$ cat src/hdl/sni_pkg.sv
// Shared constants, codes and types of the sorted node id table.
package sni_pkg;

	localparam int MAX_NODES = 16;
	localparam int ID_W      = 8;
	localparam int POS_W     = (MAX_NODES > 1) ? $clog2(MAX_NODES) : 1;
	localparam int CNT_W     = $clog2(MAX_NODES + 1);
	localparam int INDEX_W   = 4;
	localparam int COUNT_W   = 5;

	typedef enum logic [1:0] {
		REQ_INSERT = 2'd0,
		REQ_RESET  = 2'd1,
		REQ_LOOKUP = 2'd2
	} req_t;

	typedef enum logic [1:0] {
		ST_OK   = 2'd0,
		ST_DUP  = 2'd1,
		ST_FULL = 2'd2,
		ST_ZERO = 2'd3
	} status_t;

	// command broadcast to every cell of the row
	typedef struct packed {
		logic            ins;  // sorted insert of id
		logic            clr;  // empty the row, head cell takes id
		logic [ID_W-1:0] id;   // id under comparison
	} cell_cmd_t;

endpackage

$ cat src/hdl/sni_cell.sv
// One slot of the sorted id row: holds an id, compares, shifts from its left neighbor.
module sni_cell (
	input  logic                    clk,
	input  logic                    arst_n,
	input  sni_pkg::cell_cmd_t      cmd,
	input  logic                    head,     // leftmost cell
	input  logic                    left_lt,  // left neighbor holds an id below cmd.id
	input  logic [sni_pkg::ID_W-1:0] left_val,
	output logic                    lt,
	output logic                    eq,
	output logic                    at,       // first slot not below cmd.id
	output logic [sni_pkg::ID_W-1:0] val
);
	import sni_pkg::*;

	logic [ID_W-1:0] val_q;
	logic            used;

	assign used = (val_q != '0);
	assign lt   = used && (val_q < cmd.id);
	assign eq   = used && (val_q == cmd.id);
	assign at   = !lt && left_lt;
	assign val  = val_q;

	always_ff @(posedge clk or negedge arst_n) begin
		if (!arst_n) begin
			val_q <= '0;
		end else if (cmd.clr) begin
			val_q <= head ? cmd.id : '0;
		end else if (cmd.ins && !lt) begin
			// larger ids and free slots move up; the boundary slot takes the new id
			val_q <= at ? cmd.id : left_val;
		end
	end

endmodule

$ cat src/hdl/sni_row.sv
// Row of id cells with the position encoder over the boundary flags.
module sni_row (
	input  logic                      clk,
	input  logic                      arst_n,
	input  sni_pkg::cell_cmd_t        cmd,
	output logic                      hit,
	output logic [sni_pkg::POS_W-1:0] pos
);
	import sni_pkg::*;

	logic [MAX_NODES-1:0] lt_w;
	logic [MAX_NODES-1:0] eq_w;
	logic [MAX_NODES-1:0] at_w;
	logic [ID_W-1:0]      val_w [MAX_NODES];

	for (genvar i = 0; i < MAX_NODES; i++) begin : g_cell
		if (i == 0) begin : g_head
			sni_cell u_cell (
				.clk      (clk),
				.arst_n   (arst_n),
				.cmd      (cmd),
				.head     (1'b1),
				.left_lt  (1'b1),
				.left_val ({ID_W{1'b0}}),
				.lt       (lt_w[i]),
				.eq       (eq_w[i]),
				.at       (at_w[i]),
				.val      (val_w[i])
			);
		end else begin : g_body
			sni_cell u_cell (
				.clk      (clk),
				.arst_n   (arst_n),
				.cmd      (cmd),
				.head     (1'b0),
				.left_lt  (lt_w[i-1]),
				.left_val (val_w[i-1]),
				.lt       (lt_w[i]),
				.eq       (eq_w[i]),
				.at       (at_w[i]),
				.val      (val_w[i])
			);
		end
	end

	assign hit = |eq_w;

	// boundary flag is one-hot (or empty when every slot is below the id)
	always_comb begin
		pos = '0;
		for (int i = 0; i < MAX_NODES; i++) begin
			if (at_w[i]) pos = pos | POS_W'(i);
		end
	end

endmodule

$ cat src/hdl/sorted_node_id_table.sv
// Top level of the sorted node id table: request stage, control and result register.
module sorted_node_id_table (
	input  logic        clk,
	input  logic        arst_n,
	// configuration: own node id
	input  logic        cfg_valid,
	output logic        cfg_ready,
	input  logic [7:0]  cfg_data,   // own_node_id
	// requests
	input  logic        s_tvalid,
	output logic        s_tready,
	input  logic [7:0]  s_tdata,    // node_id[7:0]
	input  logic [1:0]  s_tuser,    // req_type[1:0]
	// results
	output logic        m_tvalid,
	input  logic        m_tready,
	output logic [15:0] m_tdata     // status[1:0], found[2], index[6:3], count[11:7], zero[15:12]
);
	// The table keeps up to MAX_NODES node ids in ascending order, one per cell of a
	// row; a free slot holds zero. Request kinds on tuser: insert (0), reset list (1),
	// look up (2, and 3 acts as a look up). Every request gives one result item with
	// status (ok, duplicate, full, zero id), the found flag, the id's sorted position
	// (its matrix index, 0 when absent) and the count after the request. A reset
	// request empties the row and registers own_node_id; a hardware reset only empties
	// it and sets own_node_id to 1. A request waits in the request register while every
	// cell compares with it in parallel; on an insert the cells from the boundary on take
	// the new id or their left neighbor's id at the same edge that loads the result
	// register. The result register lets the next request be taken while a result waits;
	// a request stalls in the request register only while the previous result is still
	// held. cfg_ready is always high; write the own id only while the table is idle.
	import sni_pkg::*;

	logic             req_valid_s1;
	req_t             req_kind_s1;
	logic [ID_W-1:0]  req_id_s1;
	logic [ID_W-1:0]  own_id_q;
	logic [CNT_W-1:0] id_count_q;

	logic             out_valid_q;
	logic [15:0]      out_q;

	logic             go;
	logic             hit;
	logic [POS_W-1:0] pos;
	cell_cmd_t        cmd;

	logic             do_ins;
	logic             do_clr;
	status_t          status;
	logic             found;
	logic [INDEX_W-1:0] index;
	logic [CNT_W-1:0] cnt_nxt;
	logic             full;

	assign cfg_ready = 1'b1;
	assign s_tready  = !req_valid_s1;
	assign m_tvalid  = out_valid_q;
	assign m_tdata   = out_q;

	assign go   = req_valid_s1 && (!out_valid_q || m_tready);
	assign full = (id_count_q == CNT_W'(MAX_NODES));

	// decision on the current request, from the row's compare results
	always_comb begin
		do_ins  = 1'b0;
		do_clr  = 1'b0;
		status  = ST_OK;
		found   = 1'b0;
		index   = '0;
		cnt_nxt = id_count_q;
		unique case (req_kind_s1)
			REQ_INSERT: begin
				if (req_id_s1 == '0) begin
					status = ST_ZERO;
				end else if (hit) begin
					status = ST_DUP;
					found  = 1'b1;
					index  = INDEX_W'(pos);
				end else if (full) begin
					status = ST_FULL;
				end else begin
					do_ins  = 1'b1;
					found   = 1'b1;
					index   = INDEX_W'(pos);
					cnt_nxt = id_count_q + CNT_W'(1);
				end
			end
			REQ_RESET: begin
				do_clr = 1'b1;
				if (own_id_q == '0) begin
					status  = ST_ZERO;
					cnt_nxt = '0;
				end else begin
					found   = 1'b1;
					cnt_nxt = CNT_W'(1);
				end
			end
			default: begin
				if (req_id_s1 == '0) begin
					status = ST_ZERO;
				end else begin
					found = hit;
					index = hit ? INDEX_W'(pos) : '0;
				end
			end
		endcase
	end

	assign cmd.ins = go && do_ins;
	assign cmd.clr = go && do_clr;
	assign cmd.id  = (req_kind_s1 == REQ_RESET) ? own_id_q : req_id_s1;

	sni_row u_row (
		.clk    (clk),
		.arst_n (arst_n),
		.cmd    (cmd),
		.hit    (hit),
		.pos    (pos)
	);

	// request register
	always_ff @(posedge clk or negedge arst_n) begin
		if (!arst_n) begin
			req_valid_s1 <= 1'b0;
		end else if (s_tvalid && s_tready) begin
			req_valid_s1 <= 1'b1;
		end else if (go) begin
			req_valid_s1 <= 1'b0;
		end
	end

	always_ff @(posedge clk) begin
		if (s_tvalid && s_tready) begin
			req_kind_s1 <= req_t'(s_tuser);
			req_id_s1   <= s_tdata;
		end
	end

	// own id and fill count
	always_ff @(posedge clk or negedge arst_n) begin
		if (!arst_n) begin
			own_id_q   <= ID_W'(1);
			id_count_q <= '0;
		end else begin
			if (cfg_valid && cfg_ready) own_id_q <= cfg_data;
			if (go) id_count_q <= cnt_nxt;
		end
	end

	// result register
	always_ff @(posedge clk or negedge arst_n) begin
		if (!arst_n) begin
			out_valid_q <= 1'b0;
		end else if (go) begin
			out_valid_q <= 1'b1;
		end else if (m_tready) begin
			out_valid_q <= 1'b0;
		end
	end

	always_ff @(posedge clk) begin
		if (go) begin
			out_q <= {4'd0, COUNT_W'(cnt_nxt), index, found, status};
		end
	end

endmodule

$ cat config.mk
export PLATFORM = sky130hd
export DESIGN_NAME = sorted_node_id_table
export DESIGN_NICKNAME = d
export VERILOG_FILES = /design/src/hdl/sni_pkg.sv /design/src/hdl/sni_cell.sv /design/src/hdl/sni_row.sv /design/src/hdl/sorted_node_id_table.sv
export SDC_FILE = /design/constraint.sdc
export NUM_CORES = 1
export LEC_CHECK = 0
export BUFFER_PORTS_ARGS = -buffer_cell sky130_fd_sc_hd__buf_2
export CAP_MARGIN = 20
export CELL_PAD_IN_SITES_DETAIL_PLACEMENT = 0
export CELL_PAD_IN_SITES_GLOBAL_PLACEMENT = 1
export CORE_ASPECT_RATIO = 0.7
export CORE_UTILIZATION = 49
export DETAILED_ROUTE_END_ITERATION = 8
export PLACE_DENSITY = 0.77
export SETUP_SLACK_MARGIN = 0.02
export SYNTH_ARGS = -nofsm -noshare
export SYNTH_HDL_FRONTEND = slang
export SYNTH_HIERARCHICAL = 1
export SYNTH_SLANG_ARGS = --single-unit
$ cat constraint.sdc
create_clock -name clk -period 9.2 [get_ports clk]
set_clock_uncertainty 0.05 [all_clocks]
set_input_delay 1.84 -clock clk [delete_from_list [all_inputs] [get_ports clk]]
set_output_delay 1.84 -clock clk [all_outputs]
set_load 0.01 [all_outputs]
# Yosys cells after proc, flatten, opt, wreduce, memory -nomap -nowiden
# Index checks and enable logic that the tools add are counted.
# word_totals
reg_bits,165
input_bits,23
# classes
addsub,1
order_cmp,16
n_eq_ne,18
mux,95
n_reduce_logical,124
# op_table
cell,count
$mux W8,49
$eq A8 B8 Y1,16
$lt A8 B8 Y1,16
$reduce_bool A8 Y1,16
$logic_and A1 B1 Y1,67
$mux W4,13
$reduce_bool A2 Y1,18
$logic_not A1 Y1,18
$logic_not A8 Y1,2
$reduce_or A16 Y1,1
$mux W1,15
$mux W5,3
$mux W2,7
$mux W3,4
$pmux W5 S2,1
$pmux W4 S2,1
$add A5 B1 Y5 const B,1
$eq A5 B5 Y1 const B,1
$pmux W2 S2,1
$eq A2 B1 Y1 const B,1
$logic_not A2 Y1,1
$pmux W1 S2,1
$logic_or A1 B1 Y1,1

# Depth between registers and ports, before layout
# depth
depth_word,25
ltp_mapped,18
mapped_depth_nobuf,15

# Modules after synthesis
# Netlist, hierarchy kept.
# modules_own_cells
mod,instances,cells_per_inst,area_each_um2
sni_cell (u_row.g_cell[10].g_body.u_cell ...),15,90,742.0
sorted_node_id_table,1,166,1789.2
sni_cell (u_row.g_cell[0].g_head.u_cell),1,91,764.5
sni_row,1,18,103.8

# Worst setup path before layout
# No wires, ideal clock.
# synth_path
path_kind,register to register
startpoint,register req_kind_s1[0]
endpoint,register u_row.g_cell[0].g_head.u_cell.val_q[0]
setup_ps,126
t_arrival_ps,7296
required_time_ps,9024
slack_ps,1728
path_stages_with_launch,18
n_path_buf,3
period_less_slack_ps,7472
cell_sequence,edfxtp_1 buf_2 nor2b_1 clkbuf_1 nand2_1 nand2_1 ha_1 nand4_1 a211oi_1 nor4_1 nand4_1 a21oi_2 nand3_1 nor2_1 or2_2 buf_1 o211ai_1 o32a_1
# synth_lines
element,line,source
start: declaration,sorted_node_id_table.sv:34,req_t req_kind_s1;
start signal: assignment,sorted_node_id_table.sv:134,req_kind_s1 <= req_t'(s_tuser);
end signal: assignment,sni_cell.sv:29,val_q <= head ? cmd.id : '0;
end signal: assignment,sni_cell.sv:32,val_q <= at ? cmd.id : left_val;
end: declaration,sni_cell.sv:16,logic [ID_W-1:0] val_q;

==> metrics <==
status=completed; TritonCTS clock tree=built; Worst R2R Path Depth=17; Hold Path Class=reg2reg; worst reg-to-reg setup slack=3.42 ns; routability cong.=around 0.86; initial antenna violation count=0; Fin Setup TNS=0 ns; gr ovfl total=0; synthesized area=13,800 um^2; DRC errors left=0; worst skew pair latency=~0.44 ns; unrepaired setup endpoints after global routing=no; root buf cell=clkbuf_16; layout cells sized above 1=11.3%; Crit Path Category=reg2reg; Starting Density=50.8%; die area=28,800 um^2; clk buf depth=2; Setup Buffers After CTS=0; vias per inst=6.64; CP Launch Type=register; Final Worst Setup Slack=3.42 ns; first-pass GRT wire length=between 60,000 and 70,000 um; CP arrival=a little over 6 ns; DRT Pass-1 Iters=5; I/O Buffers=36; RR Endpoint=u_row/g_cell[0].g_head.u_cell/val[0]$_DFFE_PN0P_; Setup violations, final=0; Die Wd=between 200 and 250 um; nets=approximately 1,800; post-CTS resize count=0; row count=50; area of the multi-input gates=around 9000 um^2; Lkg Pwr=between 6 and 7 nW; Final Power=roughly 0.0054 W; Fin. Hold Viols=0; # IOs=42; MaxCap Viol Count=0; number of synthesis warnings=6; Crit. End Element=register; Sink Count=165; Placed Cells=roughly 2,000; Antenna Violating Nets Remaining=0; vias in the first global route=roughly 12,000; Min-Delay Path Depth=2; Post-Synthesis Cells=1,624; core area=between 20,000 and 30,000 um^2; drt wl/cell=between 20 and 25 um; HPWL Detailed=approximately 29,000 um; CP endpoint=u_row/g_cell[0].g_head.u_cell/val[0]$_DFFE_PN0P_; area delta synth->final=9.17%; CP Launch Point=req_kind_s1[0]$_DFFE_PP_; # H-tree levels=4; Pwr Density=356 nW/um^2; Fmax=roughly 170 MHz; Synth Area per Inst=8.49 um^2; Total Routing Usage GR=just over 30%; crit path max fanout=just under 60; Storage cell area=4240 um^2; pre-CTS WS=3.49 ns; worst slew pin tran=~0.87 ns; ANT cells=0; Total Wirelength=between 40,000 and 50,000 um; final slew viol count=0; cts bufs inserted=17; min Tclk post-route=between 5 and 6 ns; fin util=55.4%; fin crit share=62.8%; reg2reg start=req_kind_s1[0]$_DFFE_PP_; die height=142 um; largest net degree at the start of global routing=around 200; DRT iter0 DRCs=1,496; vias=between 10,000 and 15,000; Slew HR=about 42%; filler instances=between 2,000 and 3,000; Layout Cells excl Fill=between 2,000 and 2,500; worst endpoint required time=~9.5 ns; CTS Hold Buffers Added=0; Clock transition at path regs=around 0.070 ns; worst-case vdd ir drop=0.155 mV
sequential cells by signal (all words and copies together), names as in the netlist:
name                            cells
u_row/g_cell.g_head.u_cell/val      8
own_id_q                            8
id_count_q                          5
req_valid_s1                        1
req_kind_s1                         2
u_row/g_cell.g_body.u_cell/val    120
req_id_s1                           8
m_tvalid                            1
m_tdata                            12
worst max-delay path, stage by stage, from the launching register on:
cell and delay (ns):
edfxtp_1 0.54, nor2b_1 0.50, nand2_1 0.13, nand2_2 0.38, buf_4 0.38, inv_1 0.10, ha_1 0.32, nand4_1 0.13
a211oi_1 0.13, nor4_1 0.71, nand4_1 0.39, a21oi_2 0.30, nand3_1 0.21, nor2_4 0.16, buf_4 0.56, or2_2 0.32
o211ai_1 0.11, o32a_1 0.18
cell usage in the layout (no fill, tap or decap), types with 5 or more instances in the layout:
| cell | count |
|---|---|
| a21o_1 | 16 |
| o211ai_2 | 16 |
| nor4_1 | 42 |
| clkbuf_16 | 17 |
| and3_2 | 16 |
| a21oi_2 | 18 |
| o22ai_1 | 30 |
| nor2_1 | 182 |
| nand4_1 | 34 |
| edfxtp_1 | 22 |
| a211o_1 | 16 |
| mux2_2 | 8 |
| conb_1 | 48 |
| a31oi_1 | 143 |
| o21ai_1 | 18 |
| nor4_2 | 5 |
| and2_1 | 5 |
| o32ai_1 | 95 |
| buf_2 | 35 |
| a211oi_1 | 16 |
| mux2i_1 | 17 |
| buf_4 | 13 |
| a21oi_1 | 38 |
| nand2_2 | 9 |
| nand3_1 | 133 |
| dfrtp_1 | 142 |
| nor2b_1 | 18 |
| a22oi_1 | 112 |
| nand2_1 | 47 |
| o211ai_1 | 17 |
| nand4b_2 | 15 |
| inv_1 | 153 |
| clkinv_4 | 5 |
| or2_2 | 16 |
| ha_1 | 130 |
layout make-up:
cell class              count  share of cell area [%]
multi-input cells        1289                    59.2
repair buffers             50                    2.02
flip-flops and latches    165                    28.2
clock buffers              17                    2.83
inverters                 154                    3.84
well taps                 364                    3.03
clock inverters            15                   0.890
per-stage QoR:
step                cell area [um^2]  hold slack, ns
detailed placement             14500           0.464
global placement               14500           0.452
finish                         15000           0.481
CTS                            15000           0.483
global route                   15000           0.502
floorplan                      13900           0.454
worst min path at each step:
stage               slack [ns]                     from                      end
global placement          0.45     m_tvalid$_DFFE_PN0P_     m_tvalid$_DFFE_PN0P_
global route              0.50     m_tvalid$_DFFE_PN0P_     m_tvalid$_DFFE_PN0P_
detailed placement        0.46     m_tvalid$_DFFE_PN0P_     m_tvalid$_DFFE_PN0P_
CTS                       0.48     m_tvalid$_DFFE_PN0P_     m_tvalid$_DFFE_PN0P_
finish                    0.48     m_tvalid$_DFFE_PN0P_     m_tvalid$_DFFE_PN0P_
floorplan                 0.45  own_id_q[4]$_DFFE_PN0P_  own_id_q[4]$_DFFE_PN0P_
per-layer routing:
| layer | global-route usage (%) | part of all wire [%] | vias up |
|---|---|---|---|
| met3 | 3.64 | 7.1 | 40 |
| li1 | - | - | 6423 |
| met1 | 48.2 | 50 | 6643 |
| met2 | 42.9 | 41 | 542 |
| met5 | 0 | 0 | - |
| met4 | 6.45 | 1.1 | 0 |
power breakdown:
group          total [W]  switching [W]  internal, W
logic            0.00342        0.00216      0.00125
registers        0.00124       0.000283     0.000962
clock network   0.000701       0.000327     0.000374
(Power assumes the default switching activity.)
